$ cat config.mk
export PLATFORM = sky130hd
export DESIGN_NAME = ierq_ram
export DESIGN_NICKNAME = d
export VERILOG_FILES = /design/src/rtl/assert_macros.svh /design/src/rtl/ierq_ram.sv
export SDC_FILE = /design/constraint.sdc
export NUM_CORES = 2
export LEC_CHECK = 0
export ABC_AREA = 1
export BUFFER_PORTS_ARGS = -buffer_cell sky130_fd_sc_hd__buf_4
export CAP_MARGIN = 20
export CORE_UTILIZATION = 45
export CTS_CLUSTER_DIAMETER = 40
export DETAILED_ROUTE_END_ITERATION = 7
export GPL_ROUTABILITY_DRIVEN = 0
export SKIP_LAST_GASP = 1
export SLEW_MARGIN = 40
export SYNTH_ARGS = -nofsm -noshare
export SYNTH_HDL_FRONTEND = slang
export SYNTH_SLANG_ARGS = --single-unit
$ cat constraint.sdc
create_clock -name clock -period 11.3 [get_ports clock]
set_input_delay 1.695 -clock clock [delete_from_list [all_inputs] [get_ports clock]]
set_output_delay 1.695 -clock clock [all_outputs]
set_load 0.02 [all_outputs]
$ cat src/rtl/assert_macros.svh
// Assertion macros shared by the input event report queue RTL.
// Depends on nothing; the macros expand to nothing when SYNTHESIS is defined.
`ifndef ASSERT_MACROS_SVH
`define ASSERT_MACROS_SVH
`ifndef SYNTHESIS
// Checks that a property holds at every clock edge outside reset.
`define IERQ_ASSERT(label, clk, rst, prop, msg) \
   label: assert property (@(posedge clk) disable iff (rst) prop) else $error(msg);
// Checks that an expression is never true outside reset.
`define IERQ_NEVER(label, clk, rst, expr, msg) \
   label: assert property (@(posedge clk) disable iff (rst) !(expr)) else $error(msg);
`else
`define IERQ_ASSERT(label, clk, rst, prop, msg)
`define IERQ_NEVER(label, clk, rst, expr, msg)
`endif
`endif

$ cat src/rtl/ierq_ram.sv
`timescale 1ns / 1ps
// Generic simple dual-port RAM: one write port, one read port, registered read data.
// Depends on nothing.
module ierq_ram #(
   parameter int DEPTH = 64,
   parameter int WIDTH = 64
) (
   input  logic                     clock,
   input  logic                     wr_en,
   input  logic [$clog2(DEPTH)-1:0] wr_addr,
   input  logic [WIDTH-1:0]         wr_data,
   input  logic                     rd_en,
   input  logic [$clog2(DEPTH)-1:0] rd_addr,
   output logic [WIDTH-1:0]         rd_data
);

   logic [WIDTH-1:0] mem_ff [DEPTH];
   logic [WIDTH-1:0] rd_data_ff;

   // Write port.
   always_ff @(posedge clock) begin
      if (wr_en) begin
         mem_ff[wr_addr] <= wr_data;
      end
   end

   // Read port; the read data is registered and updates only when rd_en is set.
   always_ff @(posedge clock) begin
      if (rd_en) begin
         rd_data_ff <= mem_ff[rd_addr];
      end
   end

   assign rd_data = rd_data_ff;

endmodule

[After elaboration in Yosys (flattened, before gate mapping)]
Memory sizes are Yosys's and may differ from the RTL's. A register that Yosys moved wholly into a read port is not among the register bits.
Cells that the tools add are included.
Word-level totals
  bits in registers: 0
  bits in writable memories: 4096
  output and inout bits: 64
  word-level logic and storage cells: 3
  memories kept: 1
Memories
  mem_ff: words 64, width 64, rd ports 1, clocked after Yosys merged registers in 1, wr ports 1, RTL line ierq_ram.sv:17  | logic [WIDTH-1:0] mem_ff [DEPTH];
Cells by class
  muxes and demuxes: 2
Operator list (count)
  1-bit 2-to-1 mux: 2

[Longest topological paths before layout]
  word-level depth: 2
  depth in mapped cells: 13
  gate-level depth less buffers: 9

[Worst setup path before layout]
No wires, ideal clock.
  kind: input port to flip-flop
  from: in wr_en
  to: mem mem_ff[48][0] (enable)
  library setup time: 646 ps
  arrival time: 8331 ps
  required time: 10654 ps
  slack: 2323 ps
  cell stages on the path: 3
  path through: clkbuf_1 -> nand4_1 -> nor4_1
On the way
  cells in the longest elaborated chain, start to end: 2
RTL lines
  from (decl): RTL line ierq_ram.sv:9  | input logic wr_en,
  1-bit 2-to-1 mux: RTL line ierq_ram.sv:22  | if (wr_en) begin
  1-bit 2-to-1 mux (implied by the code): RTL line ierq_ram.sv:23  | mem_ff[wr_addr] <= wr_data;
  to (decl): RTL line ierq_ram.sv:17
No other way between the ends.

==> results.py <==
metrics = {
    "outcome": {
        "outcome": "finished, final reports clean",
    },
    "timing": {
        "setup_viol": 0,
        "period_share": 0.407,
        "min_period_ps": 4600,
        "setup_tns_ps": 0,
        "skew_ps": 28.9,
        "drv_slew": 0,
        "tightestPinTransition_ps": 1020,
        "grt_setup_unrepaired": "false",
        "hold_viol_final": 0,
        "max-slew-margin-rel": 0.323,
        "clock.fmax_ghz": 0.217,
    },
    "power_and_ir_drop": {
        "p_per_area_nw_per_um2": 190,
        "power_frac_seq": 0.478,
        "clkPwrFrac": 0.470,
        "combinationalPowerShare": 0.052,
        "swShare": 0.225,
        "net-switching-power_mw": 8.08,
        "peakVddDrop_uv": 146,
        "leakagePower_nw": 66.5,
        "p_int_mw": 27.9,
    },
    "routing": {
        "wl_per_cell_um": 27.4,
        "drt_iter0_drc": 13115,
        "wl_met1_um": 208000,
        "top_layer_used": "met5",
        "first_pass_iters": 6,
        "dr_wl_met2_um": 240000,
        "drc": 0,
        "routed_wl_um": 512000,
        "ant_nets": 0,
        "dr_total_vias": 109000,
        "avgViaCountPerCell": 5.83,
        "met3WireLength_um": 43700,
    },
    "final_layout": {
        "nets": 13530,
        "finalInstanceArea_um2": 189000,
        "drive_gt1_frac": 0.0931,
        "area_growth_syn_to_layout_pct": 14.2,
    },
    "logic_synthesis": {
        "yosysTopAreaCellShare": 0.753,
        "yosysMostFrequentCell": "nand2_1",
        "synth_area_leaders": "edfxtp_1 (75%), nand3_1 (12%), nand2_1 (10%)",
        "synth_edf_count": 4160,
        "ys_warn_count": 0,
        "avgSynthCellArea_um2": 12.4,
        "synthCells": 13405,
        "syn_area_um2": 166000,
        "ys_ff_latch": 4160,
        "synthFlopType": "edfxtp_1",
        "yosys.cell_types.count": 15,
        "synth_seq_area_share": 0.753,
        "ys_top_cells_by_count": "nand2_1 (4,416), edfxtp_1 (4,160), nand3_1 (3,847)",
        "yosys.area.top_type": "edfxtp_1",
        "async_flop_share": 0,
        "syn_nets": 13484,
    },
    "global_route": {
        "grt_pass1_vias": 101324,
        "grt_pass1_wl_um": 732000,
        "grt.overflow.total": 0,
        "grt_max_degree": 177,
        "grt.total_usage": 0.270,
        "antenna_found_initial": 15,
    },
    "placement": {
        "hpwlAfterDp_um": 251000,
        "io_buffers": 142,
        "placed_area_um2": 172000,
    },
    "clock_network": {
        "path_clk_slew_ps": 50,
        "ctsResizeCount": 0,
        "clock-sinks": 4160,
        "cts_tree": "built",
        "h-tree-depth": 6,
        "clk_latency_ps": 1030,
        "numCtsBuffers": 530,
        "postCtsSetupBuffers": 0,
        "hold_buffers": 0,
        "clock_path_buffers": 4,
        "cts_root_buf": "clkbuf_16",
    },
    "worst_setup_path": {
        "crit_arrival_ps": 5490,
        "critPathCaptureType": "register",
        "critPathKind": "input pin to register",
        "cp-start-kind": "input pin",
        "crit_required_ps": 12190,
        "critPathMaxFanout": 103,
    },
    "die": {
        "rows": 222,
        "core_area_um2": 366000,
        "initial_core_util": 0.453,
        "io_pins": 143,
        "dieWidth_um": 609,
        "dieHeight_um": 609,
        "die_area_um2": 371000,
    },
    "run": {
        "cap_viol_max_count": 0,
    },
    "hold_path": {
        "hold_path_class": "register to register",
    },
}
[routing by layer]
layer	GRT usage	vias up
met5	0	-
met4	0.0972	10
met3	0.0405	984
met2	0.433	5280
met1	0.375	54572
li1	-	48154
[power groups by stage]
stage	logic, mW	clock network [mW]	registers [mW]
after floorplan	1.05	0	17.5
after global placement	1.81	0	17.5
after detailed placement	1.84	0	17.5
after CTS	1.84	17.0	17.2
after global routing	2.01	17.6	17.2
final	1.85	16.9	17.2
[worst max-delay path, cell delays in order]
cell and delay (ps):
buf_16 200, inv_16 240, buf_16 370, buf_16 380
buf_6 590, buf_4 660, nand2_1 110, nand3_1 110
nand3_1 90, nand3_1 100, nand3_1 220, nand2_1 180
nand2_1 70, nand2_1 100
[cell type report]
cell class	count	area [um2]
multi-input combinational	8336	36600
inverter	12	105
tap	4816	6030
clock inverter	338	3780
clock buffer	607	13800
fill	30605	177000
timing repair buffer	411	4140
antenna	8	20.0
sequential	4160	125000
[cell usage in the layout (no fill, tap or decap)]
master / n
buf_12: 38
buf_16: 13
buf_4: 295
buf_6: 48
buf_8: 15
bufinv_16: 62
clkbuf_1: 63
clkbuf_16: 545
clkbuf_8: 1
clkinv_1: 77
clkinv_16: 2
clkinv_2: 70
clkinv_4: 18
clkinv_8: 13
clkinvlp_4: 43
diode_2: 8
edfxtp_1: 4160
inv_1: 6
inv_16: 6
inv_6: 43
inv_8: 10
nand2_1: 4416
nand3_1: 3842
nand3_2: 5
nand4_1: 9
nor2_4: 56
nor4_2: 8
[logic make-up after synthesis]
family / count (synthesis) / share of synthesized area
and+or+nand+nor: 8336 / 0.218
DFF: 4160 / 0.753
buffers and inverters: 909 / 0.0294
[worst paths after layout]
path             startpoint     endpoint  slack [ps]  depth (start not counted)
max              rd_addr[0]  rd_data[62]        6700                         14
max reg2reg  mem_ff[50][21]  rd_data[21]        9560                          8
min reg2reg   mem_ff[4][50]  rd_data[50]         850                          8
min           mem_ff[4][50]  rd_data[50]         850                          8
[registers in the layout, indices dropped and copies added (netlist names)]
name     cells
mem_ff    4096
rd_data     64
[stage by stage]
stage | instances | power [mW] | worst slack [ps] | hold WS, ps | utilization
after detailed placement | 17729 | 19.3 | 5730 | 848 | 0.469
after floorplan | 13405 | 18.6 | 2320 | 797 | -
final | 18688 | 35.9 | 6700 | 854 | 0.517
after global routing | 18683 | 36.8 | 6550 | 943 | 0.517
after global placement | 17697 | 19.3 | 5620 | 842 | 0.466
after CTS | 18674 | 36.1 | 6800 | 862 | 0.517
No activity file was read; power rests on OpenSTA's default activity.
