## src/rtl/assert_macros.svh

```systemverilog
// Assertion macros shared by the input event report queue RTL.
// Depends on nothing; the macros expand to nothing when SYNTHESIS is defined.
`ifndef ASSERT_MACROS_SVH
`define ASSERT_MACROS_SVH
`ifndef SYNTHESIS
// Checks that a property holds at every clock edge outside reset.
`define IERQ_ASSERT(label, clk, rst, prop, msg) \
   label: assert property (@(posedge clk) disable iff (rst) prop) else $error(msg);
// Checks that an expression is never true outside reset.
`define IERQ_NEVER(label, clk, rst, expr, msg) \
   label: assert property (@(posedge clk) disable iff (rst) !(expr)) else $error(msg);
`else
`define IERQ_ASSERT(label, clk, rst, prop, msg)
`define IERQ_NEVER(label, clk, rst, expr, msg)
`endif
`endif

```

## src/rtl/ierq_pkg.sv

```systemverilog
`timescale 1ns / 1ps
// Shared types, constants and pointer helpers of the input event report queue.
// Depends on nothing.
package ierq_pkg;

   localparam int QUEUE_DEPTH = 64;
   localparam int PTR_W       = $clog2(QUEUE_DEPTH);
   localparam int EV_W        = 64;
   localparam int TIME_W      = 64;
   localparam int CNT_W       = 6;
   localparam int CNT_MAX     = 63;

   localparam logic [PTR_W-1:0] PTR_LAST = PTR_W'(QUEUE_DEPTH - 1);

   // Event type and code values with a special meaning.
   localparam logic [15:0] EV_SYN       = 16'd0;
   localparam logic [15:0] CODE_REPORT  = 16'd0;
   localparam logic [15:0] CODE_DROPPED = 16'd3;

   // Command codes.
   localparam logic [1:0] CMD_PUSH   = 2'd0;
   localparam logic [1:0] CMD_POP    = 2'd1;
   localparam logic [1:0] CMD_FILTER = 2'd2;
   localparam logic [1:0] CMD_NOP    = 2'd3;

   typedef struct packed {
      logic [1:0]         cmd;
      logic [15:0]        event_type;
      logic [15:0]        event_code;
      logic signed [31:0] event_value;
      logic [63:0]        now_time;
   } req_type;

   typedef struct packed {
      logic [15:0]        out_type;
      logic [15:0]        out_code;
      logic signed [31:0] out_value;
      logic [63:0]        out_time;
      logic               event_valid;
      logic               overflowed;
      logic [CNT_W-1:0]   ready_count;
   } rsp_type;

   // Write and read requests from the sequencer to the two entry memories.
   typedef struct packed {
      logic              ev_we;
      logic [PTR_W-1:0]  ev_waddr;
      logic [EV_W-1:0]   ev_wdata;
      logic              tm_we;
      logic [PTR_W-1:0]  tm_waddr;
      logic [TIME_W-1:0] tm_wdata;
      logic              rd_en;
      logic [PTR_W-1:0]  rd_addr;
   } mem_req_type;

   // Next slot of the ring, wrapping at the depth.
   function automatic logic [PTR_W-1:0] ptr_next(input logic [PTR_W-1:0] p);
      return (p == PTR_LAST) ? '0 : p + 1'b1;
   endfunction

   // Previous slot of the ring, wrapping at zero.
   function automatic logic [PTR_W-1:0] ptr_prev(input logic [PTR_W-1:0] p);
      return (p == '0) ? PTR_LAST : p - 1'b1;
   endfunction

   // Committed entries between head and ready, saturated to the count width.
   function automatic logic [CNT_W-1:0] ready_count_of(input logic [PTR_W-1:0] head,
                                                        input logic [PTR_W-1:0] ready);
      logic [PTR_W:0] diff;
      if (ready >= head) begin
         diff = {1'b0, ready} - {1'b0, head};
      end else begin
         diff = {1'b0, ready} + (PTR_W+1)'(QUEUE_DEPTH) - {1'b0, head};
      end
      if (32'(diff) > 32'(CNT_MAX)) begin
         return CNT_W'(CNT_MAX);
      end
      return CNT_W'(diff);
   endfunction

endpackage

```

## src/rtl/ierq_ctrl.sv

```systemverilog
`timescale 1ns / 1ps
// Sequencer of the event queue: ring pointers, push, report stamping, pop and filter.
// Depends on ierq_pkg and assert_macros.svh; drives the two entry memories.
`include "assert_macros.svh"
module ierq_ctrl (
   input  logic                  clock,
   input  logic                  reset,
   input  logic                  req_valid,
   output logic                  req_ready,
   input  ierq_pkg::req_type     req_payload,
   output logic                  rsp_valid,
   input  logic                  rsp_ready,
   output ierq_pkg::rsp_type     rsp_payload,
   output ierq_pkg::mem_req_type mem,
   input  logic [ierq_pkg::EV_W-1:0]   ev_rdata,
   input  logic [ierq_pkg::TIME_W-1:0] tm_rdata
);

   localparam logic [2:0] S_IDLE      = 3'd0;
   localparam logic [2:0] S_PUSH_DROP = 3'd1;
   localparam logic [2:0] S_PUSH_EV   = 3'd2;
   localparam logic [2:0] S_STAMP     = 3'd3;
   localparam logic [2:0] S_POP_RD    = 3'd4;
   localparam logic [2:0] S_FILT      = 3'd5;
   localparam logic [2:0] S_FIN       = 3'd6;

   logic [2:0] state_ff, state_in;
   logic [ierq_pkg::PTR_W-1:0] head_ff, head_in;
   logic [ierq_pkg::PTR_W-1:0] tail_ff, tail_in;
   logic [ierq_pkg::PTR_W-1:0] ready_ff, ready_in;
   logic [ierq_pkg::PTR_W-1:0] rd_ff, rd_in;
   logic [ierq_pkg::PTR_W-1:0] wr_ff, wr_in;
   logic [ierq_pkg::PTR_W-1:0] stamp_ff, stamp_in;
   logic prev_rep_ff, prev_rep_in;
   logic rsp_valid_ff, rsp_valid_in;
   ierq_pkg::req_type req_ff, req_in;
   ierq_pkg::rsp_type res_ff, res_in;
   ierq_pkg::rsp_type rsp_ff, rsp_in;

   logic full;
   logic rd_rep;
   logic rd_keep;

   assign full = (ierq_pkg::ptr_next(tail_ff) == head_ff);

   // Classification of the entry read back during a filter pass.
   assign rd_rep  = (ev_rdata[63:48] == ierq_pkg::EV_SYN) &&
                    (ev_rdata[47:32] == ierq_pkg::CODE_REPORT);
   assign rd_keep = (ev_rdata[63:48] != req_ff.event_type) && !(rd_rep && prev_rep_ff);

   // Next-state logic of the sequencer and the memory requests.
   always_comb begin
      state_in     = state_ff;
      head_in      = head_ff;
      tail_in      = tail_ff;
      ready_in     = ready_ff;
      rd_in        = rd_ff;
      wr_in        = wr_ff;
      stamp_in     = stamp_ff;
      prev_rep_in  = prev_rep_ff;
      req_in       = req_ff;
      res_in       = res_ff;
      rsp_in       = rsp_ff;
      rsp_valid_in = rsp_valid_ff;
      mem          = '0;
      mem.rd_addr  = head_ff;

      if (rsp_valid_ff && rsp_ready) begin
         rsp_valid_in = 1'b0;
      end

      case (state_ff)
         S_IDLE: begin
            if (req_valid) begin
               req_in = req_payload;
               res_in = '0;
               case (req_payload.cmd)
                  ierq_pkg::CMD_PUSH: begin
                     res_in.overflowed = full;
                     state_in = full ? S_PUSH_DROP : S_PUSH_EV;
                  end
                  ierq_pkg::CMD_POP: begin
                     if (head_ff != ready_ff) begin
                        mem.rd_en = 1'b1;
                        state_in  = S_POP_RD;
                     end else begin
                        state_in = S_FIN;
                     end
                  end
                  ierq_pkg::CMD_FILTER: begin
                     ready_in    = tail_ff;
                     wr_in       = tail_ff;
                     prev_rep_in = 1'b0;
                     if (head_ff != tail_ff) begin
                        mem.rd_en = 1'b1;
                        rd_in     = ierq_pkg::ptr_next(head_ff);
                        state_in  = S_FILT;
                     end else begin
                        state_in = S_FIN;
                     end
                  end
                  default: begin
                     state_in = S_FIN;
                  end
               endcase
            end
         end

         // Full ring: collapse to a dropped marker just before the tail.
         S_PUSH_DROP: begin
            mem.ev_we    = 1'b1;
            mem.ev_waddr = ierq_pkg::ptr_prev(tail_ff);
            mem.ev_wdata = {ierq_pkg::EV_SYN, ierq_pkg::CODE_DROPPED, 32'd0};
            head_in      = ierq_pkg::ptr_prev(tail_ff);
            ready_in     = ierq_pkg::ptr_prev(tail_ff);
            state_in     = S_PUSH_EV;
         end

         // Write the new event at the tail; a report then stamps and commits.
         S_PUSH_EV: begin
            mem.ev_we    = 1'b1;
            mem.ev_waddr = tail_ff;
            mem.ev_wdata = {req_ff.event_type, req_ff.event_code, req_ff.event_value};
            tail_in      = ierq_pkg::ptr_next(tail_ff);
            if ((req_ff.event_type == ierq_pkg::EV_SYN) &&
                (req_ff.event_code == ierq_pkg::CODE_REPORT)) begin
               stamp_in = ready_ff;
               state_in = S_STAMP;
            end else begin
               state_in = S_FIN;
            end
         end

         // Stamp one uncommitted entry per cycle, then commit up to the tail.
         S_STAMP: begin
            mem.tm_we    = 1'b1;
            mem.tm_waddr = stamp_ff;
            mem.tm_wdata = req_ff.now_time;
            stamp_in     = ierq_pkg::ptr_next(stamp_ff);
            if (ierq_pkg::ptr_next(stamp_ff) == tail_ff) begin
               ready_in = tail_ff;
               state_in = S_FIN;
            end
         end

         // Head entry is back from both memories.
         S_POP_RD: begin
            res_in.out_type    = ev_rdata[63:48];
            res_in.out_code    = ev_rdata[47:32];
            res_in.out_value   = signed'(ev_rdata[31:0]);
            res_in.out_time    = tm_rdata;
            res_in.event_valid = 1'b1;
            head_in            = ierq_pkg::ptr_next(head_ff);
            state_in           = S_FIN;
         end

         // Compaction: read the next entry while the previous one is copied
         // to the write pointer past the old tail.
         S_FILT: begin
            if (rd_ff != tail_ff) begin
               mem.rd_en   = 1'b1;
               mem.rd_addr = rd_ff;
               rd_in       = ierq_pkg::ptr_next(rd_ff);
            end
            if (rd_keep) begin
               mem.ev_we    = 1'b1;
               mem.ev_waddr = wr_ff;
               mem.ev_wdata = ev_rdata;
               mem.tm_we    = 1'b1;
               mem.tm_waddr = wr_ff;
               mem.tm_wdata = tm_rdata;
               wr_in        = ierq_pkg::ptr_next(wr_ff);
               prev_rep_in  = rd_rep;
               if (rd_rep) begin
                  ready_in = ierq_pkg::ptr_next(wr_ff);
               end
            end
            if (rd_ff == tail_ff) begin
               head_in  = rd_ff;
               tail_in  = rd_keep ? ierq_pkg::ptr_next(wr_ff) : wr_ff;
               state_in = S_FIN;
            end
         end

         // Hand the result to the output register once it is free.
         S_FIN: begin
            if (!rsp_valid_ff || rsp_ready) begin
               rsp_in             = res_ff;
               rsp_in.ready_count = ierq_pkg::ready_count_of(head_ff, ready_ff);
               rsp_valid_in       = 1'b1;
               state_in           = S_IDLE;
            end
         end

         default: begin
            state_in = S_IDLE;
         end
      endcase
   end

   // Control registers.
   always_ff @(posedge clock) begin
      if (reset) begin
         state_ff     <= S_IDLE;
         head_ff      <= '0;
         tail_ff      <= '0;
         ready_ff     <= '0;
         rsp_valid_ff <= 1'b0;
      end else begin
         state_ff     <= state_in;
         head_ff      <= head_in;
         tail_ff      <= tail_in;
         ready_ff     <= ready_in;
         rsp_valid_ff <= rsp_valid_in;
      end
   end

   // Working and payload registers.
   always_ff @(posedge clock) begin
      rd_ff       <= rd_in;
      wr_ff       <= wr_in;
      stamp_ff    <= stamp_in;
      prev_rep_ff <= prev_rep_in;
      req_ff      <= req_in;
      res_ff      <= res_in;
      rsp_ff      <= rsp_in;
   end

   assign req_ready   = (state_ff == S_IDLE);
   assign rsp_valid   = rsp_valid_ff;
   assign rsp_payload = rsp_ff;

   // The memories are only written while an operation is in progress.
   `IERQ_NEVER(a_no_write_idle, clock, reset, (state_ff == S_IDLE || state_ff == S_FIN) && (mem.ev_we || mem.tm_we), "memory write outside an operation")
   // Compaction never overwrites the entry that is being read.
   `IERQ_NEVER(a_filt_no_clash, clock, reset, mem.ev_we && mem.rd_en && (mem.ev_waddr == mem.rd_addr), "filter write hits the read address")
   // A new result only appears after the finishing state.
   `IERQ_ASSERT(a_rsp_from_fin, clock, reset, $rose(rsp_valid_ff) |-> $past(state_ff) == S_FIN, "result raised outside the finishing state")
   // A report commit leaves ready at the tail.
   `IERQ_ASSERT(a_stamp_commit, clock, reset, (state_ff == S_STAMP && state_in == S_FIN) |=> ready_ff == tail_ff, "report commit did not reach the tail")

endmodule

```

## config.mk

```make
export PLATFORM = sky130hd
export DESIGN_NAME = ierq_ctrl
export DESIGN_NICKNAME = d
export VERILOG_FILES = /design/src/rtl/ierq_pkg.sv /design/src/rtl/ierq_ctrl.sv
export VERILOG_INCLUDE_DIRS = /design/src /design/src/rtl
export SDC_FILE = /design/constraint.sdc
export NUM_CORES = 1
export LEC_CHECK = 0
export ABC_AREA = 1
export ABC_CLOCK_PERIOD_IN_PS = 21700
export BUFFER_PORTS_ARGS = -buffer_cell sky130_fd_sc_hd__buf_4
export CAP_MARGIN = 15
export CORE_AREA = 2 2 212 214
export CTS_CLUSTER_DIAMETER = 40
export CTS_CLUSTER_SIZE = 30
export DETAILED_ROUTE_END_ITERATION = 8
export DIE_AREA = 0 0 214 216
export GPL_ROUTABILITY_DRIVEN = 0
export GPL_TIMING_DRIVEN = 0
export PLACE_DENSITY_LB_ADDON = 0.05
export SLEW_MARGIN = 40
export SYNTH_ARGS = -nofsm -noshare
export SYNTH_HDL_FRONTEND = slang
export SYNTH_SLANG_ARGS = --single-unit
```

## constraint.sdc

```tcl
create_clock -name clock -period 21.7 [get_ports clock]
set_input_delay 1.085 -clock clock [delete_from_list [all_inputs] [get_ports clock]]
set_output_delay 1.085 -clock clock [all_outputs]
set_load 0.02 [all_outputs]
```

Word-level counts from Yosys, hierarchy flattened

Index checks and enable logic that the tools add are counted.

Add/sub/neg operators: 9
Order comparisons: 2
Eq/ne operators: 30
Muxes and demuxes: 63
Reduce and logical (&&, ||, !) cells: 32

Operator list:

| operator              | count |
|---|---|
| $pmux W129 S2         | 1 |
| $pmux W71 S3          | 1 |
| $mux W142             | 1 |
| $pmux W71 S2          | 1 |
| $mux W136             | 1 |
| $mux W6               | 22 |
| $logic_not A16 Y1     | 4 |
| $pmux W6 S2           | 4 |
| $add A6 B1 Y6 const B | 5 |
| $eq A6 B6 Y1 const B  | 5 |
| $mux W7               | 4 |
| $pmux W6 S4           | 1 |
| $pmux W3 S7           | 1 |
| $eq A6 B6 Y1          | 3 |
| $ne A6 B6 Y1          | 3 |
| $pmux W6 S3           | 1 |
| $ne A16 B16 Y1        | 1 |
| $ne A2 B2 Y1 const B  | 8 |
| $mux W3               | 5 |
| $mux W1               | 13 |
| $reduce_and A2 Y1     | 6 |
| $eq A3 B3 Y1 const B  | 3 |
| $pmux W3 S3           | 1 |
| $reduce_and A4 Y1     | 2 |
| 25 further kinds      | 39 |

Flip-flop bits (word level): 435
Input port bits: 262

Logic depth before layout (Yosys ltp)

Depth in word-level cells: 10
Depth in mapped cells: 17
Depth with buffers taken out: 17

Least setup slack after synthesis

Ideal clock, no wire load.

Kind: input to register
From: in req_valid
To: reg res_ff[100] (netlist name) (enable)
Setup time: 480 ps
Arrival time: 9,268 ps
Data required time: 21,220 ps
Path slack: 11,951 ps
Stages on the path: 4
Cells stage by stage: inv_1 > nor2_1 > nor2_1 > inv_1

Cells in the longest elaborated chain, start to end: 2

RTL lines:

| element                     | line             | RTL |
|---|---|---|
| start: declaration          | ierq_ctrl.sv:8   | `input logic req_valid,` |
| $ne A2 B2 Y1 (no line)      | -                |  |
| $reduce_and A2 Y1 (no line) | -                |  |
| end signal: assignment      | ierq_ctrl.sv:225 | `res_ff <= res_in;` |
| end: declaration            | ierq_ctrl.sv:37  | `ierq_pkg::rsp_type res_ff, res_in;` |

Every way passes these cells.
A chain may end at the register's enable or synchronous reset.

==> out/results.env <==
OUTCOME='completed'
AVGSYNTHCELLAREA_UM2=11.49
FINAL_ANTENNA_NET_COUNT=0
CRIT_PATH_START='ev_rdata[38]'
P_PER_AREA_nW_PER_UM2=138.6
CORE-AREA_UM2=43840
SYN_NETS=1862
POST_SYNTH_INST_COUNT=1581
DPL.HPWL_UM=46450
FLOW.AREA_GROWTH_FROM_SYNTHESIS_PCT=41.10
WORST_HOLD_PATH_TYPE='reg -> reg'
PLACE_INST=2737
FP.DIEAREA_UM2=46220
SYNTH-SEQ-AREA-SHARE=0.7067
CRITPATHREQUIREDTIME_NS=20.61
CTS_TREE='done'
DIE_W_UM=214
FP.DIEH_UM=216
PORTBUFFERS=547
TIGHTESTPINTRANSITION_NS=0.8540
DR.FIRST_ITER.DRC_COUNT=1246
FINAL_LAYOUT_SIZE_SUFFIX_GT1_FRAC=0.3270
PERIOD_NEEDED_NS=4.590
CTS_HOLD_REPAIR.BUFFERS=0
POWER.CLOCK.FRACTION=0.300
DRT-PASS1-ITER-COUNT=5
FIRST_PASS_GRT_WIRE_LENGTH_UM=88220
SEQ_POWER_SHARE=0.390
FIN_UTIL=0.5849
FIRST_GLOBAL_VIAS=13940
NETSWITCHINGFRACTION=0.3424
YS_TOP_CELLS_BY_AREA='sky130_fd_sc_hd__edfxtp_1 68%, sky130_fd_sc_hd__nand2_1 5.8%, sky130_fd_sc_hd__nor2_1 4.0%'
WORSTPATHMAXFANOUT=10
SYNTH_EDF_COUNT=413
LAYOUT.CELLS.NON_FILLER=2865
RSZ_0062_RAISED_AFTER_GLOBAL_ROUTING='no'
FLOORPLAN.INITIALDENSITY=0.4146
WORST_SETUP_PATH_END_KIND='output pin'
TRITONCTS_NUM_SINKS=435
GRT_MAX_DEGREE=75
INITIAL_ANTENNA_VIOLATION_COUNT=4
CTS.CLK_SLEW.WORST_PATHS_NS=0.05
ACHIEVABLE-FREQUENCY_MHz=217.9
CLOCK_TREE.ROOT_CELL='sky130_fd_sc_hd__clkbuf_16'
POST_SYNTH_MOST_FREQUENT_CELLS='413 x sky130_fd_sc_hd__edfxtp_1, 282 x sky130_fd_sc_hd__nand2_1, 193 x sky130_fd_sc_hd__nor2_1, 190 x sky130_fd_sc_hd__inv_1, 127 x sky130_fd_sc_hd__o21ai_0'
POST_CTS_RESIZED=0
POST_CTS_BUFFERS=0
TIMING.FINAL.HOLD_VIOLATIONS=0
YOSYS_WARNINGS=0
SKEW_NS=0.02822
DRT-VIAS-PER-INSTANCE=5.010
SYNTH.MOST_COMMON_CELL='sky130_fd_sc_hd__edfxtp_1'
SETUP_WS_NS=17.11
TIMING.FINAL.CRIT_SHARE=0.2115
CAP_VIOL_MAX_COUNT=0
DRC_ERRORS=0
REG2REGPATHDEPTH=8
TRACK_USAGE=0.2585
FINAL.SETUP.TNS_NS=0
TIMING_WORST_SETUP_PATH_TYPE='in -> out'
PRE_CTS_SLACK_NS=17.11
NUM_VIAS=14360
MULTI_INPUT_AREA_UM2=4282
R2R-START='state_ff[1]'
SYNTH_AREA_UM2=18170
MIN_FROM='res_ff[52]'
YS_SEQ_ELEMENTS=435
NUMBER_OF_FILLERS_IN_THE_FINAL_LAYOUT=3778
P_SWITCHING_mW=1.217
POWER.COMBINATIONAL.FRACTION=0.309
WORST_IR_DROP_VDD_uV=189.5
TIMING.HOLD.WS_NS=0.4026
FF_LATCH_AREA_UM2=12840
SYNTH_TOP_AREA_FRAC=0.6825
CLOCK_PATH_BUFFERS=3
CTS.HTREE.LEVELS=3
SLEW_HEADROOM=0.4254
CRITICAL_PATH_ARRIVAL_NS=3.50
WIRE_PER_INST_UM=21.37
NNETSFINAL=2498
POST-SYNTH-TOP-AREA-CELL='sky130_fd_sc_hd__edfxtp_1'
PLACEMENT_ROWS=77
SYNTHDISTINCTLIBCELLS=40
SLEW_VIOL_FINAL=0
DRT-TOTAL-WL_UM=61230
INSERTION_DELAY_NS=0.57
YOSYS_MOST_USED_DFF='sky130_fd_sc_hd__edfxtp_1'
INTERNAL_POWER_mW=2.337
HOLD-PATH-CELL-COUNT=0
ASR_FLOP_RATIO_SYNTH=0
DESIGN.PORTCOUNT=549
CELLLEAKAGEPOWER_nW=11.01
GLOBALROUTE.TOTALOVERFLOW=0
STARTPOINT_TYPE='primary input'
CTS-BUFFERS-INSERTED=70
SETUP_VIOL=0
worst paths after layout:
path,endpoint,slack [ns]
worst min-delay path,rsp_payload[52],0.40
worst max-delay path,mem[11],17.11
worst max register to register,res_ff[33],18.70
worst min register to register,rsp_payload[52],0.40
routing by layer:
layer | global-route usage | wire, um
met5 | 0 | 0
met4 | 0.08998 | 2092
met3 | 0.06216 | 4792
met2 | 0.4510 | 31100
met1 | 0.3133 | 23240
sequential cells by signal, indices dropped and copies added (netlist names):
register and count:
head_ff 6, rsp_valid 1, rsp_payload 136, wr_ff 6, prev_rep_ff 1, res_ff 130
rd_ff 6, stamp_ff 6, ready_ff 6, req_ff 128, state_ff 3, tail_ff 6
cells in the final DEF, fill, tap and decap left out, types with 7 or more instances in the layout:
| cell type | count |
|---|---|
| sky130_fd_sc_hd__clkbuf_1 | 37 |
| sky130_fd_sc_hd__clkbuf_16 | 71 |
| sky130_fd_sc_hd__clkinv_1 | 8 |
| sky130_fd_sc_hd__o22ai_1 | 12 |
| sky130_fd_sc_hd__o21ai_0 | 127 |
| sky130_fd_sc_hd__inv_2 | 17 |
| sky130_fd_sc_hd__buf_2 | 30 |
| sky130_fd_sc_hd__nor2_1 | 191 |
| sky130_fd_sc_hd__dfxtp_1 | 22 |
| sky130_fd_sc_hd__a21oi_1 | 29 |
| sky130_fd_sc_hd__nand3b_1 | 8 |
| sky130_fd_sc_hd__o21ai_1 | 45 |
| sky130_fd_sc_hd__xor2_1 | 8 |
| sky130_fd_sc_hd__inv_1 | 189 |
| sky130_fd_sc_hd__inv_6 | 11 |
| sky130_fd_sc_hd__xnor2_1 | 24 |
| sky130_fd_sc_hd__nor4_1 | 11 |
| sky130_fd_sc_hd__clkinv_4 | 7 |
| sky130_fd_sc_hd__buf_8 | 11 |
| sky130_fd_sc_hd__ha_1 | 18 |
| sky130_fd_sc_hd__o21bai_1 | 13 |
| sky130_fd_sc_hd__nand3_1 | 49 |
| sky130_fd_sc_hd__edfxtp_1 | 413 |
| sky130_fd_sc_hd__nand4_1 | 19 |
| sky130_fd_sc_hd__buf_4 | 550 |
| sky130_fd_sc_hd__nand2_1 | 282 |
logic make-up after synthesis:
kind of cell    share of synthesized area
fa+ha+maj                         0.01350
buf+inv                           0.05852
simple gates                       0.1329
xor+xnor                          0.01542
mux                             0.0006196
flops                              0.7067
compound gates                    0.07236
worst max-delay path, stage by stage:
cell                      delay, ns
sky130_fd_sc_hd__buf_4         0.11
sky130_fd_sc_hd__inv_1         0.11
sky130_fd_sc_hd__nand4_1       0.10
sky130_fd_sc_hd__nor2_1        0.20
sky130_fd_sc_hd__nand2_1       0.10
sky130_fd_sc_hd__nor2_1        0.15
sky130_fd_sc_hd__nand2_1       0.08
sky130_fd_sc_hd__nand3_1       0.30
sky130_fd_sc_hd__buf_2         0.42
sky130_fd_sc_hd__buf_2         0.45
sky130_fd_sc_hd__o21ai_0       0.19
sky130_fd_sc_hd__buf_4         0.19
per-stage QoR:
stage | instance area, um2 | power (mW)
after floorplan | 18170 | 2.045
after global placement | 23020 | 2.497
after detailed placement | 23370 | 2.501
after CTS | 25630 | 3.581
after global routing | 25640 | 3.735
final | 25640 | 3.555
final cells by class:
type                            instances  share of cell area
Sequential cell                       435              0.5009
Timing Repair Buffer                  564              0.1730
Multi-Input combinational cell        876              0.1670
Clock buffer                           82             0.07090
Inverter                              208             0.03074
Tap cell                              592             0.02889
Clock inverter                         42             0.01708
Buffer                                 62             0.01113
Antenna cell                            4           0.0003904
power by group through the flow:
stage	sequential [mW]	clock, mW	combinational (mW)
6_report	1.39	1.07	1.10
3_3_place_gp	1.46	0	1.03
2_1_floorplan	1.46	0	0.585
4_1_cts	1.39	1.09	1.11
5_1_grt	1.41	1.13	1.20
3_5_place_dp	1.40	0	1.10
Power figures use the tool's default switching activity.
